--- config.mk ---
export PLATFORM = sky130hd
export DESIGN_NAME = ogwo_ctrl
export DESIGN_NICKNAME = d
export VERILOG_FILES = /design/src/rtl/ogwo_pkg.sv /design/src/rtl/ogwo_ctrl.sv
export SDC_FILE = /design/constraint.sdc
export NUM_CORES = 1
export LEC_CHECK = 0
export BUFFER_PORTS_ARGS = -buffer_cell sky130_fd_sc_hd__buf_2
export CAP_MARGIN = 10
export CORE_AREA = 2 2 39 41
export CTS_BUF_LIST = sky130_fd_sc_hd__clkbuf_16
export CTS_CLUSTER_SIZE = 16
export DETAILED_ROUTE_END_ITERATION = 8
export DIE_AREA = 0 0 41 43
export PLACE_DENSITY = 0.71
export SYNTH_ARGS = -nofsm -noshare
export SYNTH_HDL_FRONTEND = slang
export SYNTH_SLANG_ARGS = --single-unit
--- constraint.sdc ---
create_clock -name clk_i -period 1.3 [get_ports clk_i]
set_input_delay 0.26 -clock clk_i [delete_from_list [all_inputs] [get_ports clk_i]]
set_output_delay 0.26 -clock clk_i [all_outputs]
set_load 0.01 [all_outputs]
--- src/rtl/ogwo_pkg.sv ---
// shared constants and controller/datapath interface types for the ofdm guard window block
`default_nettype none

package ogwo_pkg;

  localparam int unsigned CFG_W     = 11;
  localparam int unsigned PADDR_W   = 4;
  localparam int unsigned PDATA_W   = 32;
  localparam int unsigned REG_IDX_W = 2;

  localparam logic [REG_IDX_W-1:0] REG_IFFT_SIZE   = 2'd0;
  localparam logic [REG_IDX_W-1:0] REG_PRE_GUARD   = 2'd1;
  localparam logic [REG_IDX_W-1:0] REG_POST_GUARD  = 2'd2;
  localparam logic [REG_IDX_W-1:0] REG_OVERLAP_LEN = 2'd3;

  localparam logic [CFG_W-1:0] RST_IFFT_SIZE   = 11'd64;
  localparam logic [CFG_W-1:0] RST_PRE_GUARD   = 11'd16;
  localparam logic [CFG_W-1:0] RST_POST_GUARD  = 11'd0;
  localparam logic [CFG_W-1:0] RST_OVERLAP_LEN = 11'd0;

  // settle count start after a register changes, runs down to zero to wait
  // past the five clamp stages
  localparam int unsigned SETTLE_CYCLES = 6;
  localparam int unsigned SETTLE_W      = $clog2(SETTLE_CYCLES + 1);

  typedef struct packed {
    logic clear_we;
    logic restart;
    logic take;
    logic mul_en;
    logic weigh_en;
    logic finish_en;
  } ogwo_cmd_t;

  typedef struct packed {
    logic clear_last;
    logic win_item;
    logic tail;
    logic can_emit;
  } ogwo_stat_t;

endpackage

`default_nettype wire

--- src/rtl/ogwo_ctrl.sv ---
// sequencer for memory clear, settings settle and the per-coefficient steps
`default_nettype none

module ogwo_ctrl (
  input  logic                 clk_i,
  input  logic                 rst_ni,
  input  logic                 in_valid_i,
  input  logic                 cfg_wr_i,
  input  ogwo_pkg::ogwo_stat_t stat_i,
  output logic                 in_ready_o,
  output ogwo_pkg::ogwo_cmd_t  cmd_o
);

  localparam logic [2:0] ST_CLEAR  = 3'd0;
  localparam logic [2:0] ST_SETTLE = 3'd1;
  localparam logic [2:0] ST_IDLE   = 3'd2;
  localparam logic [2:0] ST_MUL    = 3'd3;
  localparam logic [2:0] ST_WEIGH  = 3'd4;
  localparam logic [2:0] ST_FINISH = 3'd5;

  logic [2:0]                    state_q, state_d;
  logic [ogwo_pkg::SETTLE_W-1:0] settle_q, settle_d;

  always_comb begin
    state_d    = state_q;
    settle_d   = settle_q;
    cmd_o      = '0;
    in_ready_o = 1'b0;
    case (state_q)
      ST_CLEAR: begin
        cmd_o.clear_we = 1'b1;
        if (stat_i.clear_last) begin
          state_d  = ST_SETTLE;
          settle_d = ogwo_pkg::SETTLE_W'(ogwo_pkg::SETTLE_CYCLES);
        end
      end
      ST_SETTLE: begin
        if (settle_q == '0) begin
          state_d = ST_IDLE;
        end else begin
          settle_d = settle_q - 1'b1;
        end
      end
      ST_IDLE: begin
        in_ready_o = ~cfg_wr_i;
        if (in_valid_i && !cfg_wr_i) begin
          cmd_o.take = 1'b1;
          // loads and out-of-phase items finish in this cycle
          if (stat_i.win_item) begin
            state_d = ST_MUL;
          end
        end
      end
      ST_MUL: begin
        cmd_o.mul_en = 1'b1;
        state_d      = ST_WEIGH;
      end
      ST_WEIGH: begin
        cmd_o.weigh_en = 1'b1;
        state_d        = ST_FINISH;
      end
      ST_FINISH: begin
        if (stat_i.tail || stat_i.can_emit) begin
          cmd_o.finish_en = 1'b1;
          state_d         = ST_IDLE;
        end
      end
      default: begin
        state_d  = ST_SETTLE;
        settle_d = ogwo_pkg::SETTLE_W'(ogwo_pkg::SETTLE_CYCLES);
      end
    endcase

    // a register write drops the symbol in progress and waits for the clamps
    if (cfg_wr_i) begin
      cmd_o.restart = 1'b1;
      if (state_q != ST_CLEAR) begin
        state_d  = ST_SETTLE;
        settle_d = ogwo_pkg::SETTLE_W'(ogwo_pkg::SETTLE_CYCLES);
      end
    end
  end

  always_ff @(posedge clk_i or negedge rst_ni) begin
    if (!rst_ni) begin
      state_q  <= ST_CLEAR;
      settle_q <= '0;
    end else begin
      state_q  <= state_d;
      settle_q <= settle_d;
    end
  end

endmodule

`default_nettype wire

# After elaboration in Yosys (flattened, before gate mapping)
# Index checks and enable logic that the tools add are counted.
[classes]
eq_ne = 5
muxes = 22
n_bitwise = 1
n_reduce_logical = 7
add_sub_neg = 1
[op_table]
columns = ["cell", "count"]
rows = [
  ["two-way mux 3 bit", 11],
  ["one-hot mux 3 bit (6 select lines)", 1],
  ["two-way mux 1 bit", 9],
  ["one-hot mux 3 bit (3 select lines)", 1],
  ["== test 3 x 2 -> 1 bit, second input constant", 2],
  ["== test 3 bit, second input constant", 2],
  ["zero test 3 bit", 2],
  ["OR reduction 4 bit", 1],
  ["== test 3 x 1 -> 1 bit, second input constant", 1],
  ["nonzero test 3 bit", 1],
  ["subtractor 3 x 1 -> 3 bit, second input constant", 1],
  ["logical AND 1 bit", 1],
  ["zero test 1 bit", 1],
  ["logical OR 1 bit", 1],
  ["NOT 1 bit", 1],
]
[totals]
inputBits = 8
register_bits = 6
out_inout_bits = 7
wordCells = 38

# Longest topological paths before layout
[logic_depth]
word_depth = 6
mapped_depth = 5
ltp_nobuf = 5

# Worst setup path after synthesis
# No wires, ideal clock.
[synth_path]
path_type = "register to output"
startpoint = "register state_q[2]"
endpoint = "output cmd_o[3] in the netlist's numbering"
t_arrival_ns = 1.109
n_path_buf = 1
slack_ns = -0.069
stages_incl_launch_ff = 4
t_required_ns = 1.040
path_cell_list = "dfrtp_1 buf_6 nor4b_4 and2_1"
[synth_lines]
columns = ["item", "line", "rtl"]
rows = [
  ["start, declared", "ogwo_ctrl.sv:21", "logic [2:0] state_q, state_d;"],
  ["start signal, assigned", "ogwo_ctrl.sv:89", "state_q <= state_d;"],
  ["end, declared", "ogwo_ctrl.sv:11", "output ogwo_pkg::ogwo_cmd_t cmd_o"],
]

==> flow_summary.toml <==
[run_status]
status = "finished, violations left"
violations = "setup timing"

[timing]
post-route-period-util = 1.16
finClkSkew_ns = 0.000165
setup_slack_ns = -0.206
hold_viol = 0
timing.slew.headroom = 0.810
tns_ns = -1.29
period_needed_ns = 1.51
rsz0062_at_grt = "yes"
tightest_slew_ns = 0.284
setup_viol = 11
max_freq_ghz = 0.664
drv_slew = 0

[worst_setup_path]
path_depth = 3
cp_max_fo = 4
endpoint_kind = "primary output"
cp.arrival_ns = 1.25
required_ns = 1.04
endpoint = "cmd_o[3]"
r2r-end = "settle_q[2]"
path_cells = "nor4b_4 > and2_4 > buf_6"
slowest_stage = "dfrtp_2"
worstSetupPathType = "reg2out"
r2r_slack_ns = -0.14
cp-startpoint = "state_q[2]"
reg2regPathDepth = 4
cpLargestDelayFamily = "simple AND/OR/NAND/NOR gates"
path_buf_inv = 1
cp-start-kind = "flop"
r2r-start = "state_q[1]"
critPathMaxStageDelay_ns = 0.43

[grt]
antenna_found_initial = 0
first_global_vias = 609
grt.total_usage = 0.202
grt-ovfl-total = 0
grt_first_pass_wirelength_um = 2450
grt_max_degree = 9

[synth]
postSynthCellCount = 56
yosys_warnings = 0
syn_area_um2 = 518
ys_top_cells_by_area = "dfrtp_1 (29%), buf_6 (6.5%), ha_1 (4.8%)"
synth_seq_area_share = 0.290
yosysTopAreaCellShare = 0.290
ys_seq_elements = 6
synth_top_cell_by_area = "dfrtp_1"
synth_cell_types = 35
syn_avg_cell_area_um2 = 9.25
synth_nets = 66

[clock_tree]
root_buffer = "clkbuf_16"
insertion_delay_ns = 0.22
cts_max_level = 1
tritoncts = "yes"
cts.clk_slew.worst_paths_ns = 0.03
cts_buffers = 3
cts.sinks = 6
clockBufferDepth = 2

[final_layout]
drive_above_1_share = 0.720
multi_input_comb_area_um2 = 410
final_cell_mix = "buf_4 (22), buf_2 (12), buf_6 (11)"
fill_cells = 81
nets = 112
final_common_cell = "buf_4"
seqCellArea_um2 = 154
areaGrowthSynthToFinish_pct = 98.8
antenna_cells = 0

[drt]
routedWlPerCell_um = 15.6
num_vias = 631
routed_wl_um = 1810
drt-vias-per-instance = 5.44
dr.pass1.iters = 5
drt_drc_violations_left = 0
drt_iter0_markers = 11
ant_nets = 0

[placed_design]
hpwl_um = 1000
port-buffer-count = 14
gp_congestion = 0.751

[hold_path]
hp-class = "in2reg"

[power]
powerDensity_nw_per_um2 = 1720
finalPower_mw = 1.77
p_leak_nw = 0.498
peakVddDrop_mv = 1.39

[die]
die_h_um = 43
floorplan.initialDensity = 0.374
die-area_um2 = 1760
io-pin-count = 15
num_rows = 14
core_um2 = 1380
die_x_um = 41

[job]
cap_violations = 0
-- worst reg2reg max path: cells and delay by family (launching register included) --
family / cells / cell delay (ns)
flip-flops: 1 / 0.46
AND/OR/NAND/NOR: 1 / 0.24
buffers and inverters: 1 / 0.16
AO/OA/AOI/OAI: 2 / 0.50
-- synth_stat cells --
library cell and count:
and2_1 1, o311a_1 1, ha_1 2, a22oi_2 1, o21ai_1 1, a21oi_1 3, dfrtp_1 6, or2_0 1
nor2b_1 1, nand2_1 2, and3_1 1, nor2_1 5, nor4_1 1, nand3b_1 1, nand3_1 2, a31oi_1 1
inv_1 3, nand4bb_1 1, a211o_1 1, nor3b_1 1, o22ai_1 1, a22oi_1 1, and3b_2 1, o21ai_0 1
nand2b_1 3, a21boi_0 1, buf_6 3, o21ba_1 1, o21a_1 1, a21o_1 1, buf_4 2, nor4b_4 1
a222oi_1 1, nor3b_2 1, nor3_1 1
-- area by class of cell --
| class | count | share of cell area |
|---|---|---|
| Inverter | 3 | 0.0109 |
| Timing Repair Buffer | 46 | 0.349 |
| Sequential cell | 6 | 0.149 |
| Clock buffer | 3 | 0.0729 |
| Tap cell | 16 | 0.0194 |
| Multi-Input combinational cell | 42 | 0.399 |
-- flip-flops by register name (all words and copies together), names as in the netlist --
| register | flops |
|---|---|
| settle_q | 3 |
| state_q | 3 |
-- per-stage QoR --
stage	area (µm²)	setup WS, ns	std cells	utilization	hold slack [ns]
3_3_place_gp	674	-0.0254	96	0.487	0.0870
3_5_place_dp	674	-0.0461	96	0.487	0.0854
6_report	1030	-0.206	116	0.744	0.307
5_1_grt	1030	-0.268	116	0.744	0.317
2_1_floorplan	520	-0.0498	56	-	-0.0356
4_1_cts	873	-0.180	108	0.631	0.306
-- timing repair --
item                                   in CTS  in global routing
setup endpoints to repair                  10                 11
gates resized for setup                    14                 23
setup buffers                               8                 10
endpoints found under the hold margin       6                  0
pin swaps                                   3                 15
hold buffers                                1                  0
-- logic make-up after synthesis --
group           synth area share
compound gates             0.229
fa+ha+maj                 0.0483
buf+inv                    0.116
flops                      0.290
simple gates               0.316
-- how the worst min path moves through the flow --
stage	startpoint	endpoint	slack, ns	depth (start not counted)
2_1_floorplan	rst_ni	settle_q[0]	-0.04	0
3_3_place_gp	rst_ni	settle_q[0]	0.09	1
3_5_place_dp	rst_ni	settle_q[0]	0.09	1
4_1_cts	stat_i[2]	state_q[0]	0.31	3
5_1_grt	stat_i[2]	state_q[0]	0.32	3
6_report	stat_i[2]	state_q[0]	0.31	3
-- layer usage --
metal  vias to the layer above  track usage  routed length (µm)
met5                         -            0                   0
met1                       315        0.244                 799
met4                         0        0.133                   7
li1                        295            -                   -
met2                        19        0.325                 962
met3                         2       0.0105                  44
-- power by group --
group / switching (mW) / internal, mW / leakage, nW
clock network: 0.0906 / 0.393 / 0.0370
registers: 0.0807 / 0.254 / 0.0658
logic: 0.397 / 0.555 / 0.395
No activity file was read; power rests on OpenSTA's default activity.
