`src/rtl/ogwo_pkg.sv`:
```
// shared constants and controller/datapath interface types for the ofdm guard window block
`default_nettype none

package ogwo_pkg;

  localparam int unsigned CFG_W     = 11;
  localparam int unsigned PADDR_W   = 4;
  localparam int unsigned PDATA_W   = 32;
  localparam int unsigned REG_IDX_W = 2;

  localparam logic [REG_IDX_W-1:0] REG_IFFT_SIZE   = 2'd0;
  localparam logic [REG_IDX_W-1:0] REG_PRE_GUARD   = 2'd1;
  localparam logic [REG_IDX_W-1:0] REG_POST_GUARD  = 2'd2;
  localparam logic [REG_IDX_W-1:0] REG_OVERLAP_LEN = 2'd3;

  localparam logic [CFG_W-1:0] RST_IFFT_SIZE   = 11'd64;
  localparam logic [CFG_W-1:0] RST_PRE_GUARD   = 11'd16;
  localparam logic [CFG_W-1:0] RST_POST_GUARD  = 11'd0;
  localparam logic [CFG_W-1:0] RST_OVERLAP_LEN = 11'd0;

  // settle count start after a register changes, runs down to zero to wait
  // past the five clamp stages
  localparam int unsigned SETTLE_CYCLES = 6;
  localparam int unsigned SETTLE_W      = $clog2(SETTLE_CYCLES + 1);

  typedef struct packed {
    logic clear_we;
    logic restart;
    logic take;
    logic mul_en;
    logic weigh_en;
    logic finish_en;
  } ogwo_cmd_t;

  typedef struct packed {
    logic clear_last;
    logic win_item;
    logic tail;
    logic can_emit;
  } ogwo_stat_t;

endpackage

`default_nettype wire

```
`src/rtl/ogwo_cfg.sv`:
```
// apb register file and pipelined clamping of the symbol settings
`default_nettype none

module ogwo_cfg #(
  parameter int unsigned MAX_N       = 1024,
  parameter int unsigned MAX_OVERLAP = 1536,
  localparam int unsigned LW = $clog2(3 * MAX_N + 1)
) (
  input  logic                              clk_i,
  input  logic                              rst_ni,
  input  logic                              psel,
  input  logic                              penable,
  input  logic                              pwrite,
  input  logic [ogwo_pkg::PADDR_W-1:0]      paddr,
  input  logic [ogwo_pkg::PDATA_W-1:0]      pwdata,
  output logic [ogwo_pkg::PDATA_W-1:0]      prdata,
  output logic                              pready,
  output logic                              wr_o,
  output logic [LW-1:0]                     n_o,
  output logic [LW-1:0]                     p_o,
  output logic [LW-1:0]                     i_o,
  output logic [LW-1:0]                     l_o,
  output logic [LW-1:0]                     nmp_o,
  output logic [LW-1:0]                     pn_o,
  output logic [LW-1:0]                     lmi_o
);

  localparam int unsigned SW  = ((LW > ogwo_pkg::CFG_W) ? LW : ogwo_pkg::CFG_W) + 1;
  localparam int unsigned EXT = SW - ogwo_pkg::CFG_W;
  // overlap can never exceed the longest possible symbol, 3 * MAX_N, so cap the limit there
  localparam int unsigned OVC = (MAX_OVERLAP > 3 * MAX_N) ? 3 * MAX_N : MAX_OVERLAP;

  logic [ogwo_pkg::REG_IDX_W-1:0] reg_idx;
  logic [ogwo_pkg::CFG_W-1:0]     raw_n_q, raw_p_q, raw_q_q, raw_i_q;
  logic [SW-1:0]                  rn, rp, rq, ri;
  logic [SW-1:0]                  n1_d, p2_d, q2_d, i4_a, i4_b, i4_d, l_half;
  logic [SW-1:0]                  n1_q, p2_q, q2_q, pq3_q, l3_q, i4_q, nmp_q, pn_q, lmi_q;

  assign pready  = 1'b1;
  assign wr_o    = psel & penable & pwrite;
  assign reg_idx = paddr[ogwo_pkg::PADDR_W-1:2];

  always_ff @(posedge clk_i or negedge rst_ni) begin
    if (!rst_ni) begin
      raw_n_q <= ogwo_pkg::RST_IFFT_SIZE;
      raw_p_q <= ogwo_pkg::RST_PRE_GUARD;
      raw_q_q <= ogwo_pkg::RST_POST_GUARD;
      raw_i_q <= ogwo_pkg::RST_OVERLAP_LEN;
    end else if (wr_o) begin
      case (reg_idx)
        ogwo_pkg::REG_IFFT_SIZE:   raw_n_q <= pwdata[ogwo_pkg::CFG_W-1:0];
        ogwo_pkg::REG_PRE_GUARD:   raw_p_q <= pwdata[ogwo_pkg::CFG_W-1:0];
        ogwo_pkg::REG_POST_GUARD:  raw_q_q <= pwdata[ogwo_pkg::CFG_W-1:0];
        ogwo_pkg::REG_OVERLAP_LEN: raw_i_q <= pwdata[ogwo_pkg::CFG_W-1:0];
        default: ;
      endcase
    end
  end

  always_comb begin
    prdata = '0;
    case (reg_idx)
      ogwo_pkg::REG_IFFT_SIZE:   prdata = {{(ogwo_pkg::PDATA_W-ogwo_pkg::CFG_W){1'b0}}, raw_n_q};
      ogwo_pkg::REG_PRE_GUARD:   prdata = {{(ogwo_pkg::PDATA_W-ogwo_pkg::CFG_W){1'b0}}, raw_p_q};
      ogwo_pkg::REG_POST_GUARD:  prdata = {{(ogwo_pkg::PDATA_W-ogwo_pkg::CFG_W){1'b0}}, raw_q_q};
      ogwo_pkg::REG_OVERLAP_LEN: prdata = {{(ogwo_pkg::PDATA_W-ogwo_pkg::CFG_W){1'b0}}, raw_i_q};
      default:                   prdata = '0;
    endcase
  end

  assign rn = {{EXT{1'b0}}, raw_n_q};
  assign rp = {{EXT{1'b0}}, raw_p_q};
  assign rq = {{EXT{1'b0}}, raw_q_q};
  assign ri = {{EXT{1'b0}}, raw_i_q};
  assign l_half = l3_q >> 1;

  always_comb begin
    n1_d = rn;
    if (rn < SW'(1)) begin
      n1_d = SW'(1);
    end else if (rn > SW'(MAX_N)) begin
      n1_d = SW'(MAX_N);
    end
    p2_d = (rp > n1_q) ? n1_q : rp;
    q2_d = (rq > n1_q) ? n1_q : rq;
    i4_a = (ri > pq3_q) ? pq3_q : ri;
    i4_b = (i4_a > l_half) ? l_half : i4_a;
    i4_d = (i4_b > SW'(OVC)) ? SW'(OVC) : i4_b;
  end

  // five register stages: n, then p/q, then sums and n-p, then overlap, then l minus overlap
  always_ff @(posedge clk_i) begin
    n1_q  <= n1_d;
    p2_q  <= p2_d;
    q2_q  <= q2_d;
    pq3_q <= p2_q + q2_q;
    l3_q  <= p2_q + q2_q + n1_q;
    i4_q  <= i4_d;
    nmp_q <= n1_q - p2_q;
    pn_q  <= p2_q + n1_q;
    lmi_q <= l3_q - i4_q;
  end

  assign n_o   = n1_q[LW-1:0];
  assign p_o   = p2_q[LW-1:0];
  assign i_o   = i4_q[LW-1:0];
  assign l_o   = l3_q[LW-1:0];
  assign nmp_o = nmp_q[LW-1:0];
  assign pn_o  = pn_q[LW-1:0];
  assign lmi_o = lmi_q[LW-1:0];

endmodule

`default_nettype wire

```
`config.mk`:
```
export PLATFORM = sky130hd
export DESIGN_NAME = ogwo_cfg
export DESIGN_NICKNAME = d
export VERILOG_FILES = /design/src/rtl/ogwo_pkg.sv /design/src/rtl/ogwo_cfg.sv
export SDC_FILE = /design/constraint.sdc
export NUM_CORES = 1
export LEC_CHECK = 0
export BUFFER_PORTS_ARGS = -buffer_cell sky130_fd_sc_hd__buf_2
export CORE_MARGIN = 2
export CORE_UTILIZATION = 35
export DETAILED_ROUTE_END_ITERATION = 8
export HOLD_SLACK_MARGIN = 0.08
export PLACE_DENSITY = 0.56
export SLEW_MARGIN = 20
export SYNTH_ARGS = -nofsm -noshare
export SYNTH_HDL_FRONTEND = slang
export SYNTH_SLANG_ARGS = --single-unit
```
`constraint.sdc`:
```
create_clock -name clk_i -period 4.9 [get_ports clk_i]
set_input_delay 0.98 -clock clk_i [delete_from_list [all_inputs] [get_ports clk_i]]
set_output_delay 0.98 -clock clk_i [all_outputs]
set_load 0.005 [all_outputs]
```
# == Word-level counts from Yosys, hierarchy flattened ==
# Index checks and enable logic that the tools add are counted.
# totals
word_cells,44
out_inout_bits,118
ff_bits,153
# op_classes
n_reduce_logical,6
order_cmp,7
mux,6
bitwise,2
eq_ne,3
n_addsub,5
# ops
operator,n
$pmux 32 s4,1
$mux 11,3
$mux 13,2
$gt 11x11->1,2
$add 11x13->13,1
$add 13x11->13,1
$gt 11x13->1,1
$gt 13x11->1 const B,1
$gt 13x12->1,1
$add 11x11->12,1
$sub 11x11->12,1
$sub 12x12->12,1
$gt 11x11->1 const B,1
$lt 11x1->1 const B,1
$reduce_and 2->1,4
$eq 2x2->1 const B,2
$and 1x1->1,2
$eq 2x1->1 const B,1
$logic_not 2->1,1
$reduce_or 2->1,1

# == Logic depth before layout (Yosys ltp) ==
# depth
ltp_word,5
depth_mapped,17
mapped_depth_nobuf,15

# == Least setup slack after synthesis ==
# Ideal clock, no wire load.
# synth_path
kind,reg2reg
start,register raw_i_q[10] (netlist name)
end,register i4_q[4]
stages_incl_launch_ff,16
arrival_time_ps,3519
setup_time_ps,116
period_less_slack_ps,3635
path_slack_ps,1265
path_cell_list,dfrtp_1 > ha_1 > nand3b_1 > o22ai_1 > nor2_1 > a21oi_1 > buf_4 > mux2_2 > ha_1 > nand3_1 > or4_1 > o21ai_0 > a21oi_1 > clkbuf_1 > and3_1 > a31o_2
# synth_via
elab_chain_len,5
# synth_rtl
element,line,source
"start, declared",ogwo_cfg.sv:34,"logic [ogwo_pkg::CFG_W-1:0] raw_n_q, raw_p_q, raw_q_q, raw_i_q;"
"start signal, assigned",ogwo_cfg.sv:48,raw_i_q <= ogwo_pkg::RST_OVERLAP_LEN;
"start signal, assigned",ogwo_cfg.sv:54,ogwo_pkg::REG_OVERLAP_LEN: raw_i_q <= pwdata[ogwo_pkg::CFG_W-1:0];
$gt 11x13->1,ogwo_cfg.sv:86,i4_a = (ri > pq3_q) ? pq3_q : ri;
$mux 13 (*),ogwo_cfg.sv:86,
$gt 13x12->1,ogwo_cfg.sv:87,i4_b = (i4_a > l_half) ? l_half : i4_a;
$mux 13 (*),ogwo_cfg.sv:87,
$gt 13x11->1,ogwo_cfg.sv:88,i4_d = (i4_b > SW'(OVC)) ? SW'(OVC) : i4_b;
"end signal, assigned",ogwo_cfg.sv:98,i4_q <= i4_d;
"end, declared",ogwo_cfg.sv:37,"logic [SW-1:0] n1_q, p2_q, q2_q, pq3_q, l3_q, i4_q, nmp_q, pn_q, lmi_q;"
# Mark *: on every way between the ends. The rest lies on a longest branch, timed or not.
# A chain may end at the register's enable or synchronous reset.

# == Worst setup path after layout ==
# layout_path
start,register raw_i_q[3] (netlist name)
end,register i4_q[0]
# Same word-level chain as after synthesis.

==> results.sh <==
export IMPL_synth_ff_type="dfxtp_1"
export IMPL_rows=57
export IMPL_cts_reportedPaths_clkPinSlew_ns=0.07
export IMPL_timing_final_crit_period_ns=3.837
export IMPL_yosys_register_bits=149
export IMPL_die_area_um2=25660
export IMPL_hold_buffers=0
export IMPL_chipHeight_um=160.2
export IMPL_final_skew_ns=0.01125
export IMPL_report_final_setup_viol=0
export IMPL_synth_edff_count=0
export IMPL_syn_avg_cell_area_um2=10.29
export IMPL_detailed_place_hpwl_um=16660
export IMPL_worstMarginPinSlew_ns=0.8501
export IMPL_tns_ns=0
export IMPL_run_status="complete, no violations"
export IMPL_num_fill_cells=2417
export IMPL_cap_violations=0
export IMPL_initial_core_util_pct=35.43
export IMPL_final_layout_size_suffix_gt1_share_pct=26.32
export IMPL_final_nets=1079
export IMPL_timing_max_slew_rel_slack_pct=43.33
export IMPL_tritoncts="yes"
export IMPL_avgRoutedWirePerCell_um=17.21
export IMPL_hold_viol=0
export IMPL_die_width_um=160.2
export IMPL_p_leak_nw=4.674
export IMPL_portBuffers=111
export IMPL_maximum_vdd_drop_uv=295.3
export IMPL_grt_first_pass_wirelength_um=34280
export IMPL_timing_hold_worst_class="input port to async pin"
export IMPL_synthArstFlopShare_pct=29.53
export IMPL_syn_cell_area_um2=8539
export IMPL_placed_cells=1238
export IMPL_post_synth_num_cell_types=59
export IMPL_data_arrival_time_of_the_critical_path_ns=4.22
export IMPL_root_buffer="clkbuf_16"
export IMPL_vias=6252
export IMPL_first_global_vias=6152
export IMPL_groute_usage_overall_pct=17.39
export IMPL_critical_path_class="register to register"
export IMPL_post_route_period_util_pct=78.32
export IMPL_ant_nets=0
export IMPL_yosysWarnings=0
export IMPL_global_route_usage_met1_pct=23.51
export IMPL_areaGrowthSynthToFinish_pct=15.56
export IMPL_n_antenna_cell=0
export IMPL_critical_path_endpoint_type="register"
export IMPL_worst_ep_required_time_ns=5.28
export IMPL_gp_routability_congestion=0.8493
export IMPL_postSynthCellCount=830
export IMPL_fmaxAchievable_mhz=260.6
export IMPL_postCtsResizedCells=0
export IMPL_setup_repair_after_global_routing_missed_its_margin="false"
export IMPL_maximum_number_of_pins_on_one_net_before_global_route_repair=45
export IMPL_clk_latency_ns=0.44
export IMPL_stdcell_count=1270
export IMPL_drt_iter0_drc=333
export IMPL_gr_usage_met2_pct=27.96
export IMPL_htree_num_levels=4
export IMPL_number_of_cts_inserted_buffers=17
export IMPL_clock_sinks=149
export IMPL_post_drt_via_cell_ratio=4.923
export IMPL_timing_critical_path_from_type="register"
export IMPL_final_max_slew_viol_count=0
export IMPL_seq_area_frac_synth_pct=37.54
export IMPL_routed_wirelength_um=21850
export IMPL_drc=0
export IMPL_grt_remaining_overflow=0
export IMPL_groute_layer_met3_usage_pct=3.610
export IMPL_io_pins=159
export IMPL_post_cts_setup_buffer_count=0
export IMPL_grt_busiest_layer="met2"
export IMPL_timing_critical_path_fanout_max=14
export IMPL_first_pass_iters=4
export IMPL_clock_path_buffers=2
export IMPL_number_of_antenna_violations_at_the_first_check_in_global_routing=0
export IMPL_coreArea_um2=24110
export IMPL_cellPowerDensity_nw_per_um2=819.4
==> path summary, 6_finish.rpt <==
kind                            cells after the start  slack, ns                 endpoint              startpoint
worst max-delay path                               14       1.06       i4_q[0]$_SDFF_PN0_  raw_i_q[3]$_DFFE_PN0P_
worst min-delay path                                1       0.53  raw_i_q[10]$_DFFE_PN0P_                  rst_ni
worst max register to register                     14       1.06       i4_q[0]$_SDFF_PN0_  raw_i_q[3]$_DFFE_PN0P_
worst min register to register                      1       0.53   raw_p_q[0]$_DFFE_PN0P_  raw_p_q[0]$_DFFE_PN0P_
max in group asynchronous                           1       3.98   raw_n_q[6]$_DFFE_PN1P_                  rst_ni
min in group clk_i                                  1       0.53   raw_p_q[0]$_DFFE_PN0P_  raw_p_q[0]$_DFFE_PN0P_
==> layout by cell type, fill, tap and decap left out, drive strengths merged, types with 4 or more instances in the layout <==
cell type / count
a31oi: 7
nand2: 25
o211ai: 4
a211oi: 10
o21ai: 25
a31o: 11
nor3: 20
nor2: 34
nor2b: 18
o31ai: 7
conb: 26
xnor2: 24
mux2: 73
clkbuf: 19
and3: 12
xor2: 16
nand3: 11
o21a: 10
fa: 5
nand2b: 7
buf: 115
ha: 100
dfrtp: 42
a21o: 11
mux4: 11
dfxtp: 105
nor4: 9
inv: 86
a21oi: 38
nand4: 8
o21bai: 7
==> worst max-delay path, stage by stage, from the launching register on <==
cell and delay [ns]:
dfrtp_1 0.49, ha_1 0.37, a21oi_1 0.07, a21boi_0 0.20
o31ai_1 0.10, a21oi_1 0.12, buf_4 0.23, mux2_2 0.38
ha_1 0.31, a21oi_1 0.06, o21ai_0 0.25, o21ai_0 0.15
a21oi_1 0.68, and3_1 0.27, a31o_2 0.10
==> state kept, by name, indices dropped and copies added, names as in the netlist <==
register,cells
i4_q,12
l3_q,13
lmi_q,12
n1_q,11
nmp_q,11
p2_q,11
pn_q,12
pq3_q,12
q2_q,11
raw_i_q,11
raw_n_q,11
raw_p_q,11
raw_q_q,11
==> cells in the mapped netlist, types with 6 or more instances <==
master	n	area share [%]
clkbuf_1	13	0.57
a211oi_1	10	0.88
o31ai_1	6	0.53
o21a_1	10	0.88
nor3_1	20	1.2
a21oi_1	37	2.2
nor2b_1	18	1.3
nor4_1	9	0.66
a21o_1	11	0.97
dfxtp_1	105	25
o21bai_1	7	0.62
nand4_1	8	0.59
a31oi_1	7	0.51
dfrtp_1	42	12
o21ai_0	25	1.5
xnor2_1	24	2.5
ha_1	100	15
nand2b_1	7	0.51
mux2_2	73	9.6
inv_1	81	3.6
xor2_1	16	1.6
and3_1	12	0.88
buf_4	38	3.3
nand3_1	11	0.64
nor2_1	34	1.5
nand2_1	25	1.1
mux4_2	11	2.9
a31o_2	11	1.1
==> power by group <==
group	internal, mW	switching, mW
Clock	0.808	0.551
Sequential	1.79	0.492
Combinational	2.10	2.34
==> kinds of logic (layout without fill, tap and decap cells) <==
kind of cell / count (synthesis) / count (layout) / share of synthesized area [%]
buffers and inverters: 136 / 228 / 7.780
adders and majority gates: 105 / 105 / 15.82
muxes: 87 / 87 / 12.88
other: 2 / 26 / 0.08794
xor gates and xnor gates: 40 / 40 / 4.102
and+or+nand+nor: 160 / 160 / 9.714
DFF: 149 / 149 / 37.54
AOI/OAI and AO/OA: 151 / 151 / 12.07
==> stage by stage <==
step | worst slack (ns) | utilization [%] | hold slack, ns | instance area, µm² | power, mW
final | 1.063 | 40.94 | 0.5319 | 9868 | 8.086
after global routing | 0.6916 | 40.94 | 0.5534 | 9868 | 8.802
after CTS | 1.062 | 40.93 | 0.5396 | 9866 | 8.154
after detailed placement | 1.086 | 38.43 | 0.5251 | 9263 | 6.754
after global placement | 1.102 | 38.41 | 0.5214 | 9260 | 6.699
after floorplan | 1.265 | - | 0.4430 | 8630 | 5.489
==> metal layers <==
layer / wire length [µm] / up-vias
met2: 9963 / 155
met3: 1092 / 30
li1: - / 3096
met4: 356 / 0
met1: 10440 / 2971
met5: 0 / -
==> area by class of cell <==
type	count	area (µm²)	share of cell area, %
sequential	149	3206	32.48
multi-input combinational	569	4762	48.26
inverter	81	304.0	3.081
timing repair buffer	115	588.1	5.959
tap	324	405.4	4.108
clock inverter	13	170.2	1.724
clock buffer	19	432.9	4.387
No activity file was read; power rests on OpenSTA's default activity.
